File: config.mk
export PLATFORM = sky130hd
export DESIGN_NAME = lidar_maxrange_contour_extractor
export DESIGN_NICKNAME = d
export VERILOG_FILES = /design/src/lcx_pkg.sv /design/src/lidar_maxrange_contour_extractor.sv /design/src/lcx_cordic.sv
export SDC_FILE = /design/constraint.sdc
export NUM_CORES = 2
export LEC_CHECK = 0
export BUFFER_PORTS_ARGS = -buffer_cell sky130_fd_sc_hd__buf_2
export CAP_MARGIN = 20
export CELL_PAD_IN_SITES_DETAIL_PLACEMENT = 0
export CELL_PAD_IN_SITES_GLOBAL_PLACEMENT = 1
export CORE_AREA = 10 10 326 328
export CTS_CLUSTER_DIAMETER = 80
export DETAILED_ROUTE_END_ITERATION = 8
export DIE_AREA = 0 0 336 338
export PLACE_DENSITY_LB_ADDON = 0.1
export SYNTH_ARGS = -nofsm -noshare
export SYNTH_HDL_FRONTEND = slang
export SYNTH_SLANG_ARGS = --single-unit
File: constraint.sdc
create_clock -name clock -period 5.75 [get_ports clock]
set_input_delay 0.8625 -clock clock [delete_from_list [all_inputs] [get_ports clock]]
set_output_delay 0.8625 -clock clock [all_outputs]
set_load 0.02 [all_outputs]
File: src/lcx_pkg.sv
// ----------------------------------------------------------------------------
// lcx_pkg: shared types and constants for the max-range contour extractor
// Field widths, fixed-point constants, result kinds, register indexes and the
// CORDIC arctangent table.
// ----------------------------------------------------------------------------
`default_nettype none

package lcx_pkg;

   localparam int MAX_BEAMS_DEF     = 2048;
   localparam int CORDIC_STAGES_DEF = 16;

   localparam int RANGE_W    = 17;
   localparam int ANGLE_W    = 19;
   localparam int STEP_W     = 17;
   localparam int ACC_W      = 20;
   localparam int COORD_W    = 18;
   localparam int COUNT_W    = 12;
   localparam int KIND_W     = 2;
   localparam int CSR_IDX_W  = 3;
   localparam int CSR_DATA_W = 19;
   localparam int REQ_DATA_W = 24;
   localparam int RSP_DATA_W = 88;
   localparam int RSP_USED_W = 4 * COORD_W + COUNT_W;

   // CORDIC datapath: mm scaled by 2^14, with headroom for the gain
   localparam int CORDIC_W   = 34;
   localparam int FRAC       = 14;
   localparam int GAIN_W     = 30;
   localparam int GAIN_SHIFT = 30 - FRAC;
   localparam int PROD_W     = RANGE_W + GAIN_W;
   localparam int ATAN_IDX_W = 5;

   localparam logic [GAIN_W-1:0] GAIN_Q30 = 30'd652032874;

   localparam logic signed [ACC_W-1:0] PI_Q16      = 20'sd205887;
   localparam logic signed [ACC_W-1:0] NEG_PI_Q16  = -20'sd205887;
   localparam logic signed [ACC_W-1:0] TWO_PI_Q16  = 20'sd411774;
   localparam logic signed [ACC_W-1:0] HALF_PI_Q16 = 20'sd102944;
   localparam logic signed [ACC_W-1:0] NEG_HALF_PI = -20'sd102944;

   localparam logic [RANGE_W-1:0] SHORT_RANGE_MM = 17'd100;
   localparam logic [COUNT_W-1:0] RUN_MIN        = 12'd2;
   localparam int                 COUNT_MAX      = 4095;

   // result kinds
   localparam logic [KIND_W-1:0] KIND_POINT   = 2'd0;
   localparam logic [KIND_W-1:0] KIND_SEGMENT = 2'd1;
   localparam logic [KIND_W-1:0] KIND_END     = 2'd2;

   // register indexes
   localparam logic [CSR_IDX_W-1:0] REG_MAX_RANGE    = 3'd0;
   localparam logic [CSR_IDX_W-1:0] REG_USABLE_RANGE = 3'd1;
   localparam logic [CSR_IDX_W-1:0] REG_WINDOW_START = 3'd2;
   localparam logic [CSR_IDX_W-1:0] REG_WINDOW_END   = 3'd3;
   localparam logic [CSR_IDX_W-1:0] REG_FIRST_ANGLE  = 3'd4;
   localparam logic [CSR_IDX_W-1:0] REG_ANGLE_STEP   = 3'd5;

   // register reset values
   localparam logic [RANGE_W-1:0]        MAX_RANGE_RST    = 17'd29700;
   localparam logic [RANGE_W-1:0]        USABLE_RANGE_RST = 17'd8000;
   localparam logic signed [ANGLE_W-1:0] WINDOW_START_RST = -19'sd137626;
   localparam logic signed [ANGLE_W-1:0] WINDOW_END_RST   = 19'sd137626;
   localparam logic signed [ANGLE_W-1:0] FIRST_ANGLE_RST  = 19'sd0;
   localparam logic signed [STEP_W-1:0]  ANGLE_STEP_RST   = 17'sd286;

   // arctangent of 2^-i, radians scaled by 2^16
   function automatic logic signed [ACC_W-1:0] atan_q16(input logic [ATAN_IDX_W-1:0] idx);
      logic signed [ACC_W-1:0] v;
      case (idx)
         5'd0:    v = 20'sd51472;
         5'd1:    v = 20'sd30385;
         5'd2:    v = 20'sd16055;
         5'd3:    v = 20'sd8150;
         5'd4:    v = 20'sd4091;
         5'd5:    v = 20'sd2047;
         5'd6:    v = 20'sd1024;
         5'd7:    v = 20'sd512;
         5'd8:    v = 20'sd256;
         5'd9:    v = 20'sd128;
         5'd10:   v = 20'sd64;
         5'd11:   v = 20'sd32;
         5'd12:   v = 20'sd16;
         5'd13:   v = 20'sd8;
         5'd14:   v = 20'sd4;
         5'd15:   v = 20'sd2;
         5'd16:   v = 20'sd1;
         default: v = 20'sd0;
      endcase
      return v;
   endfunction

   // clamp a wide coordinate to the output range
   function automatic logic signed [COORD_W-1:0] sat_coord(input logic signed [CORDIC_W-1:0] v);
      logic signed [COORD_W-1:0] r;
      if (v > CORDIC_W'(131071)) begin
         r = 18'sd131071;
      end else if (v < -CORDIC_W'(131072)) begin
         r = -18'sd131072;
      end else begin
         r = v[COORD_W-1:0];
      end
      return r;
   endfunction

endpackage

`default_nettype wire

File: src/lidar_maxrange_contour_extractor.sv
// ----------------------------------------------------------------------------
// lidar_maxrange_contour_extractor: max-range contour extraction from a scan
// Projects max-range beams inside the angle window, groups them into runs,
// reports runs of two or more points as segments and closes each scan.
// ----------------------------------------------------------------------------
// One beam is taken at a time; req_tready is low while a beam is in work.
// A beam that projects waits before its first result for the iterative
// CORDIC unit, which performs one micro-rotation per cycle; a beam that
// projects nothing goes straight to the finish step. Each beam then presents
// its zero to three results one per cycle while rsp_tready is high, and the
// next beam is accepted after the last of them is taken. Result order for
// one beam: point, segment, end of scan. Registers may be written only while
// no beam is in work.
`default_nettype none

module lidar_maxrange_contour_extractor #(
   parameter int MAX_BEAMS     = lcx_pkg::MAX_BEAMS_DEF,
   parameter int CORDIC_STAGES = lcx_pkg::CORDIC_STAGES_DEF
) (
   input  wire logic                                 clock,
   input  wire logic                                 reset,
   // tdata: range_mm [16:0], zero padding above
   input  wire logic [lcx_pkg::REQ_DATA_W-1:0]       req_tdata,
   input  wire logic                                 req_tlast,
   input  wire logic                                 req_tvalid,
   output logic                                      req_tready,
   // tdata: x_mm, y_mm, x_end_mm, y_end_mm, point_count, zero padding above
   output logic [lcx_pkg::RSP_DATA_W-1:0]            rsp_tdata,
   // tuser: kind
   output logic [lcx_pkg::KIND_W-1:0]                rsp_tuser,
   output logic                                      rsp_tlast,
   output logic                                      rsp_tvalid,
   input  wire logic                                 rsp_tready,
   input  wire logic                                 csr_valid,
   output logic                                      csr_ready,
   input  wire logic [lcx_pkg::CSR_IDX_W-1:0]        csr_index,
   input  wire logic [lcx_pkg::CSR_DATA_W-1:0]       csr_wdata
);
   import lcx_pkg::*;

   localparam int COUNT_CAP_I = (MAX_BEAMS < COUNT_MAX) ? MAX_BEAMS : COUNT_MAX;
   localparam logic [COUNT_W-1:0] COUNT_CAP = COUNT_W'(COUNT_CAP_I);

   localparam logic [1:0] S_IDLE   = 2'd0;
   localparam logic [1:0] S_CORDIC = 2'd1;
   localparam logic [1:0] S_FINISH = 2'd2;
   localparam logic [1:0] S_EMIT   = 2'd3;

   // configuration
   logic [RANGE_W-1:0]         max_range_ff, max_range_in;
   logic [RANGE_W-1:0]         usable_range_ff, usable_range_in;
   logic signed [ANGLE_W-1:0]  window_start_ff, window_start_in;
   logic signed [ANGLE_W-1:0]  window_end_ff, window_end_in;
   logic signed [ANGLE_W-1:0]  first_angle_ff, first_angle_in;
   logic signed [STEP_W-1:0]   angle_step_ff, angle_step_in;

   // scan state
   logic [1:0]                 state_ff, state_in;
   logic signed [ACC_W-1:0]    beam_angle_ff, beam_angle_in;
   logic [COUNT_W-1:0]         run_length_ff, run_length_in;
   logic [COUNT_W-1:0]         points_ff, points_in;
   logic                       scan_starting_ff, scan_starting_in;
   logic signed [COORD_W-1:0]  first_x_ff, first_x_in;
   logic signed [COORD_W-1:0]  first_y_ff, first_y_in;
   logic signed [COORD_W-1:0]  last_x_ff, last_x_in;
   logic signed [COORD_W-1:0]  last_y_ff, last_y_in;
   logic                       hit_ff, hit_in;
   logic                       last_ff, last_in;
   logic [COUNT_W-1:0]         count_ff, count_in;
   logic                       pend_pt_ff, pend_pt_in;
   logic                       pend_seg_ff, pend_seg_in;
   logic                       pend_end_ff, pend_end_in;

   logic                       req_fire, rsp_fire, csr_fire;
   logic [RANGE_W-1:0]         range_mm;
   logic signed [ACC_W-1:0]    cur_angle;
   logic                       long_range;
   logic                       in_window;
   logic                       hit_now;
   logic                       cordic_done;
   logic signed [COORD_W-1:0]  cordic_x, cordic_y;
   logic [COUNT_W-1:0]         pts_next, run_next;
   logic                       closing;
   logic                       seg_now;

   assign req_tready = (state_ff == S_IDLE);
   assign csr_ready  = 1'b1;
   assign req_fire   = req_tvalid && req_tready;
   assign rsp_fire   = rsp_tvalid && rsp_tready;
   assign csr_fire   = csr_valid && csr_ready;
   assign range_mm   = req_tdata[RANGE_W-1:0];

   // the first beam of a scan starts from the configured angle
   assign cur_angle  = scan_starting_ff ? ACC_W'(first_angle_ff) : beam_angle_ff;
   assign long_range = (range_mm < SHORT_RANGE_MM) || (range_mm >= max_range_ff);
   assign in_window  = (cur_angle > ACC_W'(window_start_ff)) &&
                       (cur_angle < ACC_W'(window_end_ff));
   assign hit_now    = long_range && in_window;

   lcx_cordic #(
      .CORDIC_STAGES (CORDIC_STAGES)
   ) u_cordic (
      .clock  (clock),
      .reset  (reset),
      .start  (req_fire && hit_now),
      .angle  (cur_angle),
      .radius (usable_range_ff),
      .done   (cordic_done),
      .x_out  (cordic_x),
      .y_out  (cordic_y)
   );

   // bookkeeping for the beam in work
   assign pts_next = (hit_ff && (points_ff < COUNT_CAP)) ? points_ff + 1'b1 : points_ff;
   assign run_next = (hit_ff && (run_length_ff < COUNT_CAP)) ?
                     run_length_ff + 1'b1 : run_length_ff;
   assign closing  = last_ff || (!hit_ff && (run_length_ff != '0));
   assign seg_now  = closing && (run_next >= RUN_MIN);

   always_comb begin
      max_range_in    = max_range_ff;
      usable_range_in = usable_range_ff;
      window_start_in = window_start_ff;
      window_end_in   = window_end_ff;
      first_angle_in  = first_angle_ff;
      angle_step_in   = angle_step_ff;
      if (csr_fire) begin
         unique case (csr_index)
            REG_MAX_RANGE:    max_range_in    = csr_wdata[RANGE_W-1:0];
            REG_USABLE_RANGE: usable_range_in = csr_wdata[RANGE_W-1:0];
            REG_WINDOW_START: window_start_in = csr_wdata[ANGLE_W-1:0];
            REG_WINDOW_END:   window_end_in   = csr_wdata[ANGLE_W-1:0];
            REG_FIRST_ANGLE:  first_angle_in  = csr_wdata[ANGLE_W-1:0];
            REG_ANGLE_STEP:   angle_step_in   = csr_wdata[STEP_W-1:0];
            default: begin
               // drop writes beyond the register list
            end
         endcase
      end
   end

   always_comb begin
      state_in         = state_ff;
      beam_angle_in    = beam_angle_ff;
      run_length_in    = run_length_ff;
      points_in        = points_ff;
      scan_starting_in = scan_starting_ff;
      first_x_in       = first_x_ff;
      first_y_in       = first_y_ff;
      last_x_in        = last_x_ff;
      last_y_in        = last_y_ff;
      hit_in           = hit_ff;
      last_in          = last_ff;
      count_in         = count_ff;
      pend_pt_in       = pend_pt_ff;
      pend_seg_in      = pend_seg_ff;
      pend_end_in      = pend_end_ff;
      unique case (state_ff)
         S_IDLE: begin
            if (req_fire) begin
               hit_in           = hit_now;
               last_in          = req_tlast;
               scan_starting_in = 1'b0;
               beam_angle_in    = cur_angle + ACC_W'(angle_step_ff);
               state_in         = hit_now ? S_CORDIC : S_FINISH;
            end
         end
         S_CORDIC: begin
            if (cordic_done) begin
               state_in = S_FINISH;
            end
         end
         S_FINISH: begin
            if (hit_ff) begin
               if (run_length_ff == '0) begin
                  first_x_in = cordic_x;
                  first_y_in = cordic_y;
               end
               last_x_in = cordic_x;
               last_y_in = cordic_y;
            end
            count_in      = pts_next;
            points_in     = last_ff ? '0 : pts_next;
            run_length_in = closing ? '0 : run_next;
            if (last_ff) begin
               scan_starting_in = 1'b1;
            end
            pend_pt_in  = hit_ff;
            pend_seg_in = seg_now;
            pend_end_in = last_ff;
            state_in    = (hit_ff || seg_now || last_ff) ? S_EMIT : S_IDLE;
         end
         S_EMIT: begin
            if (rsp_fire) begin
               // retire the result on show, in point, segment, end order
               if (pend_pt_ff) begin
                  pend_pt_in = 1'b0;
               end else if (pend_seg_ff) begin
                  pend_seg_in = 1'b0;
               end else begin
                  pend_end_in = 1'b0;
               end
               if (rsp_tlast) begin
                  state_in = S_IDLE;
               end
            end
         end
         default: begin
            state_in = S_IDLE;
         end
      endcase
   end

   // result currently on show
   always_comb begin
      logic signed [COORD_W-1:0] ox, oy, oxe, oye;
      if (pend_pt_ff) begin
         rsp_tuser = KIND_POINT;
         ox  = last_x_ff;
         oy  = last_y_ff;
         oxe = '0;
         oye = '0;
      end else if (pend_seg_ff) begin
         rsp_tuser = KIND_SEGMENT;
         ox  = first_x_ff;
         oy  = first_y_ff;
         oxe = last_x_ff;
         oye = last_y_ff;
      end else begin
         rsp_tuser = KIND_END;
         ox  = '0;
         oy  = '0;
         oxe = '0;
         oye = '0;
      end
      rsp_tdata = {(RSP_DATA_W - RSP_USED_W)'(0), count_ff, oye, oxe, oy, ox};
   end

   assign rsp_tvalid = (state_ff == S_EMIT);
   assign rsp_tlast  = ({pend_pt_ff, pend_seg_ff, pend_end_ff} == 3'b100) ||
                       ({pend_pt_ff, pend_seg_ff, pend_end_ff} == 3'b010) ||
                       ({pend_pt_ff, pend_seg_ff, pend_end_ff} == 3'b001);

   always_ff @(posedge clock) begin
      if (reset) begin
         max_range_ff     <= MAX_RANGE_RST;
         usable_range_ff  <= USABLE_RANGE_RST;
         window_start_ff  <= WINDOW_START_RST;
         window_end_ff    <= WINDOW_END_RST;
         first_angle_ff   <= FIRST_ANGLE_RST;
         angle_step_ff    <= ANGLE_STEP_RST;
         state_ff         <= S_IDLE;
         beam_angle_ff    <= '0;
         run_length_ff    <= '0;
         points_ff        <= '0;
         scan_starting_ff <= 1'b1;
         first_x_ff       <= '0;
         first_y_ff       <= '0;
         last_x_ff        <= '0;
         last_y_ff        <= '0;
         pend_pt_ff       <= 1'b0;
         pend_seg_ff      <= 1'b0;
         pend_end_ff      <= 1'b0;
      end else begin
         max_range_ff     <= max_range_in;
         usable_range_ff  <= usable_range_in;
         window_start_ff  <= window_start_in;
         window_end_ff    <= window_end_in;
         first_angle_ff   <= first_angle_in;
         angle_step_ff    <= angle_step_in;
         state_ff         <= state_in;
         beam_angle_ff    <= beam_angle_in;
         run_length_ff    <= run_length_in;
         points_ff        <= points_in;
         scan_starting_ff <= scan_starting_in;
         first_x_ff       <= first_x_in;
         first_y_ff       <= first_y_in;
         last_x_ff        <= last_x_in;
         last_y_ff        <= last_y_in;
         pend_pt_ff       <= pend_pt_in;
         pend_seg_ff      <= pend_seg_in;
         pend_end_ff      <= pend_end_in;
      end
      hit_ff   <= hit_in;
      last_ff  <= last_in;
      count_ff <= count_in;
   end

endmodule

`default_nettype wire

File: src/lcx_cordic.sv
// ----------------------------------------------------------------------------
// lcx_cordic: iterative rotation-mode CORDIC for polar to Cartesian
// Reduces the angle to [-pi/2, pi/2], scales the radius by the inverse CORDIC gain,
// runs one micro-rotation per cycle, then rounds and saturates to mm.
// ----------------------------------------------------------------------------
`default_nettype none

module lcx_cordic #(
   parameter int CORDIC_STAGES = lcx_pkg::CORDIC_STAGES_DEF
) (
   input  wire logic                                clock,
   input  wire logic                                reset,
   input  wire logic                                start,
   input  wire logic signed [lcx_pkg::ACC_W-1:0]    angle,
   input  wire logic        [lcx_pkg::RANGE_W-1:0]  radius,
   output logic                                     done,
   output logic signed      [lcx_pkg::COORD_W-1:0]  x_out,
   output logic signed      [lcx_pkg::COORD_W-1:0]  y_out
);
   import lcx_pkg::*;

   localparam int ITER_W = (CORDIC_STAGES > 1) ? $clog2(CORDIC_STAGES) : 1;
   localparam logic [ITER_W-1:0] LAST_ITER = ITER_W'(CORDIC_STAGES - 1);

   localparam logic [1:0] C_IDLE  = 2'd0;
   localparam logic [1:0] C_MUL   = 2'd1;
   localparam logic [1:0] C_ITER  = 2'd2;
   localparam logic [1:0] C_ROUND = 2'd3;

   localparam logic signed [CORDIC_W-1:0] ROUND_HALF = CORDIC_W'(1) <<< (FRAC - 1);

   logic [1:0]                  state_ff, state_in;
   logic [ITER_W-1:0]           iter_ff, iter_in;
   logic signed [ACC_W-1:0]     z_ff, z_in;
   logic signed [CORDIC_W-1:0]  x_ff, x_in;
   logic signed [CORDIC_W-1:0]  y_ff, y_in;
   logic                        flip_ff, flip_in;
   logic [RANGE_W-1:0]          rad_ff, rad_in;
   logic signed [COORD_W-1:0]   x_out_ff, x_out_in;
   logic signed [COORD_W-1:0]   y_out_ff, y_out_in;
   logic                        done_ff, done_in;

   logic signed [ACC_W-1:0]     wrap_ang;
   logic signed [ACC_W-1:0]     fold_ang;
   logic                        fold;
   logic [PROD_W-1:0]           prod;
   logic signed [CORDIC_W-1:0]  dx, dy;
   logic signed [ACC_W-1:0]     at;
   logic signed [CORDIC_W-1:0]  xr, yr;

   // bring the angle into one turn, then into the right half plane
   always_comb begin
      if (angle > PI_Q16) begin
         wrap_ang = angle - TWO_PI_Q16;
      end else if (angle < NEG_PI_Q16) begin
         wrap_ang = angle + TWO_PI_Q16;
      end else begin
         wrap_ang = angle;
      end
      if (wrap_ang > HALF_PI_Q16) begin
         fold_ang = wrap_ang - PI_Q16;
         fold     = 1'b1;
      end else if (wrap_ang < NEG_HALF_PI) begin
         fold_ang = wrap_ang + PI_Q16;
         fold     = 1'b1;
      end else begin
         fold_ang = wrap_ang;
         fold     = 1'b0;
      end
   end

   assign prod = PROD_W'(rad_ff) * PROD_W'(GAIN_Q30);
   assign dx   = x_ff >>> iter_ff;
   assign dy   = y_ff >>> iter_ff;
   assign at   = atan_q16(ATAN_IDX_W'(iter_ff));
   assign xr   = (x_ff + ROUND_HALF) >>> FRAC;
   assign yr   = (y_ff + ROUND_HALF) >>> FRAC;

   always_comb begin
      state_in = state_ff;
      iter_in  = iter_ff;
      z_in     = z_ff;
      x_in     = x_ff;
      y_in     = y_ff;
      flip_in  = flip_ff;
      rad_in   = rad_ff;
      x_out_in = x_out_ff;
      y_out_in = y_out_ff;
      done_in  = 1'b0;
      unique case (state_ff)
         C_IDLE: begin
            if (start) begin
               z_in     = fold_ang;
               flip_in  = fold;
               rad_in   = radius;
               state_in = C_MUL;
            end
         end
         C_MUL: begin
            x_in     = CORDIC_W'(prod >> GAIN_SHIFT);
            y_in     = '0;
            iter_in  = '0;
            state_in = C_ITER;
         end
         C_ITER: begin
            if (!z_ff[ACC_W-1]) begin
               x_in = x_ff - dy;
               y_in = y_ff + dx;
               z_in = z_ff - at;
            end else begin
               x_in = x_ff + dy;
               y_in = y_ff - dx;
               z_in = z_ff + at;
            end
            iter_in = iter_ff + 1'b1;
            if (iter_ff == LAST_ITER) begin
               state_in = C_ROUND;
            end
         end
         C_ROUND: begin
            x_out_in = sat_coord(flip_ff ? -xr : xr);
            y_out_in = sat_coord(flip_ff ? -yr : yr);
            done_in  = 1'b1;
            state_in = C_IDLE;
         end
         default: begin
            state_in = C_IDLE;
         end
      endcase
   end

   always_ff @(posedge clock) begin
      if (reset) begin
         state_ff <= C_IDLE;
         done_ff  <= 1'b0;
      end else begin
         state_ff <= state_in;
         done_ff  <= done_in;
      end
      iter_ff  <= iter_in;
      z_ff     <= z_in;
      x_ff     <= x_in;
      y_ff     <= y_in;
      flip_ff  <= flip_in;
      rad_ff   <= rad_in;
      x_out_ff <= x_out_in;
      y_out_ff <= y_out_in;
   end

   assign done  = done_ff;
   assign x_out = x_out_ff;
   assign y_out = y_out_ff;

endmodule

`default_nettype wire
# ---- Word-level counts from Yosys, hierarchy flattened
# Memories as Yosys holds them, arrays and structs flattened. A register that Yosys moved wholly into a read port is not among the register bits.
# Index checks and enable logic that the tools add are counted.
dict set report word_totals {
  ff_bits 393
  rom_bits 256
  inputBits 52
  output_inout_bits 94
  word_cells 190
  memories 1
}
dict set report classes {
  add_sub_neg 18
  multipliers 1
  magnitude_cmp 15
  n_eq_ne 24
  shift 2
  muxes 56
  reduce_logical 42
}
# name depth word_bits rd rd_clocked_by_memory_dff wr line
set mem_list {}
lappend mem_list {{(no name shown)} 16 16 1 1 0 lcx_pkg.sv:70} ;# case (idx)
# cell count
set op_table {}
lappend op_table {{2-to-1 mux 18 bit} 10}
lappend op_table {{2-to-1 mux 20 bit} 7}
lappend op_table {{2-to-1 mux 34 bit} 4}
lappend op_table {{case mux 34 bit (2 select lines)} 2}
lappend op_table {{adder 34 x 15 -> 34 bit (second input constant)} 2}
lappend op_table {{adder 34 bit} 2}
lappend op_table {{> comparator 34 x 18 -> 1 bit (second input constant)} 2}
lappend op_table {{< comparator 34 x 18 -> 1 bit (second input constant)} 2}
lappend op_table {{negation 20 -> 34 bit} 2}
lappend op_table {{>>> shifter 34 x 4 -> 34 bit} 2}
lappend op_table {{subtractor 34 bit} 2}
lappend op_table {{2-to-1 mux 12 bit} 4}
lappend op_table {{multiplier 17 x 29 -> 46 bit (second input constant)} 1}
lappend op_table {{case mux 20 bit (2 select lines)} 1}
lappend op_table {{adder 12 x 1 -> 12 bit (second input constant)} 2}
lappend op_table {{< comparator 12 bit (second input constant)} 2}
lappend op_table {{AND reduction 2 bit} 12}
lappend op_table {{adder 20 x 17 -> 20 bit} 1}
lappend op_table {{adder 20 x 19 -> 20 bit (second input constant)} 1}
lappend op_table {{adder 20 bit} 1}
lappend op_table {{adder 20 bit (second input constant)} 1}
lappend op_table {{> comparator 20 x 18 -> 1 bit (second input constant)} 1}
lappend op_table {{> comparator 20 x 19 -> 1 bit} 1}
lappend op_table {{> comparator 20 x 19 -> 1 bit (second input constant)} 1}
lappend op_table {{other kinds (34)} 92}

# ---- Longest topological paths before layout
dict set report logic_depth {
  word_depth 9
  ltp_mapped 28
  mapped_depth_nobuf 25
}

# ---- Hierarchy
# A second synthesis with hierarchy kept.
dict set report unflattened {
  hier_cells 4573
  area_unflattened_um2 39477.9
}
# mod n_inst cells_each area_per_inst_um2 seq_area_each_um2
set by_module_without_submodules {}
lappend by_module_without_submodules {lcx_cordic 1 2981 26978.4 4764.6}
lappend by_module_without_submodules {lidar_maxrange_contour_extractor 1 1592 12499.5 5024.8}

# ---- Worst setup path after synthesis
# OpenSTA, ideal clock, no wires.
dict set report synth_timing {
  kind {reg-to-reg}
  start {reg u_cordic.rad_ff[15]}
  end {reg u_cordic.x_ff[30], data pin}
  setup_ps 266
  t_arrival_ps 6110
  t_required_ps 5484
  setup_slack_ps -627
  path_stages_with_launch 24
  n_path_buf 0
  synth_period_minus_slack_ps 6377
  cell_sequence {edfxtp_1 -> ha_1 -> inv_1 -> fa_1 -> inv_1 -> fa_1 -> fa_1 -> fa_1 -> inv_1 -> fa_1 -> inv_1 -> ha_1 -> a21o_1 -> a21o_1 -> a21oi_1 -> o21ai_0 -> o2bb2ai_1 -> a21oi_1 -> a21oi_1 -> a211oi_1 -> o211ai_1 -> a21oi_1 -> xor2_1 -> o21ai_0}
}
dict set report synth_between {
  elab_chain_len 2
}
# item line
set synth_lines {}
lappend synth_lines {{start: declaration} lcx_cordic.sv:38} ;# logic [RANGE_W-1:0] rad_ff, rad_in;
lappend synth_lines {{start signal: assignment} lcx_cordic.sv:145} ;# rad_ff <= rad_in;
lappend synth_lines {{multiplier 17 x 29 -> 46 bit} lcx_cordic.sv:72} ;# assign prod = PROD_W'(rad_ff) * PROD_W'(GAIN_Q30);
lappend synth_lines {{case mux 34 bit (2 select lines)} lcx_cordic.sv:90} ;# unique case (state_ff)
lappend synth_lines {{via u_cordic.x_in[30]} lcx_cordic.sv:35} ;# logic signed [CORDIC_W-1:0] x_ff, x_in;
lappend synth_lines {{end signal: assignment} lcx_cordic.sv:142} ;# x_ff <= x_in;
lappend synth_lines {{end: declaration} lcx_cordic.sv:35}
# The timed path passes the listed nets, and every way through them passes these cells.
# A chain may end at the register's enable or synchronous reset.

# ---- Worst setup path in the final report
dict set report layout_timing {
  start {reg u_cordic.rad_ff[5]}
  end {reg u_cordic.x_ff[28], data pin}
}
# The elaborated chain is that of the path after synthesis.

==> reports/metrics.csv <==
metric,value,unit
CTS tree,done,
Achievable Freq,156.1,MHz
Area growth syn-to-layout,21.48,%
Via density,5.326,
DRT Wirelength,125400,um
setup_tns,-9.861,ns
port bufs,133,
DR WL/cell,19.40,um
clock insertion delay at the later pin of the skew report,0.66,ns
min Tclk post-route,6.405,ns
Final ANT Viol Nets,0,
routed wl met2,59720,um
Overflow after GRT,0,
fin worst setup slack,-0.6550,ns
ys flop type,dfxtp_1,
"Design Area, Final",47960,um^2
Synth Register Bits,409,
Clock Skews,0.03122,ns
placed cell areas,44730,um^2
post-synth cell types,107,
"Critical Path, Cell by Cell",buf_6 -> ha_4 -> inv_2 -> fa_2 -> fa_2 -> fa_2 -> fa_1 -> inv_1 -> fa_1 -> ha_1 -> and4_4 -> nand3_2 -> o21ai_4 -> o2111ai_4 -> a2111oi_4 -> buf_4 -> a21oi_4 -> a21oi_4 -> buf_6 -> o21ai_4 -> a21oi_2 -> a2111oi_0 -> or3_1 -> o21ai_0,
# hold bufs at CTS,0,
fin. max-slew vios,0,
met1 wire length,58300,um
syn_area_per_cell,8.531,um^2
clock-pin slew on the worst setup and hold paths,0.06,ns
Crit path largest cell delay,0.60,ns
initial antenna violation count,3,
# DRC,0,
dpl hpwl,98690,um
FF-to-FF End,u_cordic.x_ff[28],
fillcell total,9897,
"Seq/Total Area, Yosys",24.79,%
main area contributors after synthesis,"dfxtp_1 13%, edfxtp_1 12%, ha_1 11%, fa_1 10%, nand2_1 6.1%",
CTS H-Tree Depth,2,
Worst EP arrival,6.90,ns
WL met3,5491,um
uppermost layer routed,met5,
count of final hold-check violations,0,
Slew Limit Headroom,28.23,%
nets,5710,
worst hold path class,input port to flip-flop,
I/O pins,146,
WP data required,6.24,ns
first-pass detailed-route iteration total,6,
Synth area leader,dfxtp_1,
"Top cell by count, worst path",fa_2,
vias in the first global route,34176,
via count,34421,
die span in y,338,um
maximum root-to-sink buffer count,3,
Tot GR Track Use,21.75,%
failing checks,negative setup slack,
Clock Sinks,409,
Cells after Synth,4628,
Die ar.,113600,um^2
CTS Buf Count,56,
Root Buffer,clkbuf_16,
Worst-Margin Slew,1.073,ns
Starting DRT DRC Count,2170,
Max-cap violations,0,
Die X,336,um
"EDFF count, synth",160,
Final setup viols,24,
FF-to-FF Start,u_cordic.rad_ff[5],
top cell type's share of synthesized area,12.63,%
CP Max Fanout,4,
crit path kind,flip-flop to flip-flop,
Critical Path Source Type,flip-flop,
post-place setup slack,-0.5646,ns
pin count of the biggest net entering global routing,74,
first-pass GRT wire length,197000,um
row cnt,116,
asr flop ratio synth,0,%
nature of the critical path endpoint,flip-flop,
cell area after synthesis,39480,um^2
Critical-path top delay cell,fa_2,
fin crit share,111.4,%
final core occ,48.17,%
crit path from,u_cordic.rad_ff[5],
share of cells above drive strength 1,20.72,%
outcome,"complete, but fails checks",
RSZ-0062 raised after global routing,yes,
core box area,99570,um^2
Starting Density,39.65,%
R2R cell count,24,
flop2flop setup slack,-0.65,ns
Worst Setup EP,u_cordic.x_ff[28],
GP Congestion,0.8924,
Yosys warning count,0,
## kinds of logic (layout without fill, tap and decap cells)
logic type / after synthesis / after routing / synth area share, %
flip-flops: 409 / 409 / 24.79
other: 2 / 6 / 0.01902
AND/OR/NAND/NOR: 1495 / 1495 / 17.74
adder cells (fa/ha/maj): 542 / 542 / 20.92
multiplexers: 164 / 164 / 6.424
AO/OA/AOI/OAI: 1064 / 1064 / 17.12
XOR/XNOR: 290 / 290 / 6.452
buffers and inverters: 662 / 1195 / 6.531
## area by class of cell
class	count	area, um^2	area share, %
multi-input combinational	3560	28210	58.81
sequential	409	9792	20.42
timing repair buffer	636	4726	9.853
inverter	453	1705	3.556
clock buffer	77	1644	3.428
tap	1298	1624	3.386
clock inverter	29	261.5	0.5452
antenna	1	2.502	0.005217
## Yosys cell counts, types with 45 or more instances
cell type  count
ha_1         345
o211ai_1      45
nor3_1        80
mux4_2        69
inv_1        446
xor2_1       113
edfxtp_1     160
nand3_1       95
fa_1         197
mux2i_1       72
clkbuf_1     157
o21ai_0      201
nor2_1       291
nand2_1      639
o21a_1        46
dfxtp_1      249
and2_1        78
xnor2_1      176
a21oi_1      385
a21o_1        79
## worst max-delay path, delay by kind of cell, from the launching register on
family	cells	cell delay (ns)
compound gates	9	1.41
flops	1	0.47
simple gates	3	0.65
fa+ha+maj	7	3.11
buf+inv	5	0.58
## how the worst min path moves through the flow
stage	start	end	slack, ns	depth (start not counted)
global placement	usable_range_ff[1]	u_cordic.rad_ff[1]	0.42	0
CTS	req_tlast	last_ff	0.37	1
detailed placement	usable_range_ff[1]	u_cordic.rad_ff[1]	0.43	0
floorplan	usable_range_ff[0]	u_cordic.rad_ff[0]	0.41	0
finish	req_tlast	last_ff	0.41	1
global route	req_tlast	last_ff	0.38	1
## flip-flops by register name (all words and copies together) (netlist names), 18 cells and up
name	count
u_cordic.x_ff	34
u_cordic.y_ff	34
beam_angle_ff	20
u_cordic.z_ff	20
first_angle_ff	19
window_end_ff	19
window_start_ff	19
first_x_ff	18
first_y_ff	18
last_x_ff	18
last_y_ff	18
u_cordic.x_out	18
u_cordic.y_out	18
## metal layers
metal | GRT usage, % | vias up
li1 | - | 17145
met5 | 0 | -
met2 | 37.26 | 610
met1 | 29.19 | 16558
met3 | 3.134 | 106
met4 | 3.748 | 2
## stage by stage
step	std cells	hold slack, ns
finish	6463	0.4124
global route	6462	0.3848
CTS	6429	0.3723
detailed placement	6296	0.4268
global placement	6293	0.4168
floorplan	4631	0.4081
## what timing repair did
action / CTS / global route
gates resized for setup: 49 / 155
pin swaps: 58 / 104
endpoints found under the setup margin: 34 / 40
setup buffers: 29 / 43
cloned: 0 / 1
## placed cells by master (no fill, tap or decap), types with 35 or more instances in the layout
cell type,synthesis,layout
and3_1,44,40
mux2i_1,72,70
dfxtp_1,249,247
o21a_1,46,46
ha_1,345,315
clkbuf_16,0,60
a22o_1,39,39
fa_1,197,185
a31oi_1,41,38
nand2_1,639,635
xor2_1,113,112
buf_4,8,466
inv_1,446,420
nor2_1,291,282
nand3_1,95,91
o21ai_0,201,172
nor2b_1,44,41
buf_2,21,133
xnor2_1,176,169
a21oi_1,385,360
mux4_2,69,69
nand4_1,35,35
o211ai_1,45,45
a21o_1,79,78
and2_1,78,76
edfxtp_1,160,160
nor3_1,80,72
Power is not shown: default switching activity piles up to over one toggle a cycle in this logic, so the estimate is an artifact.
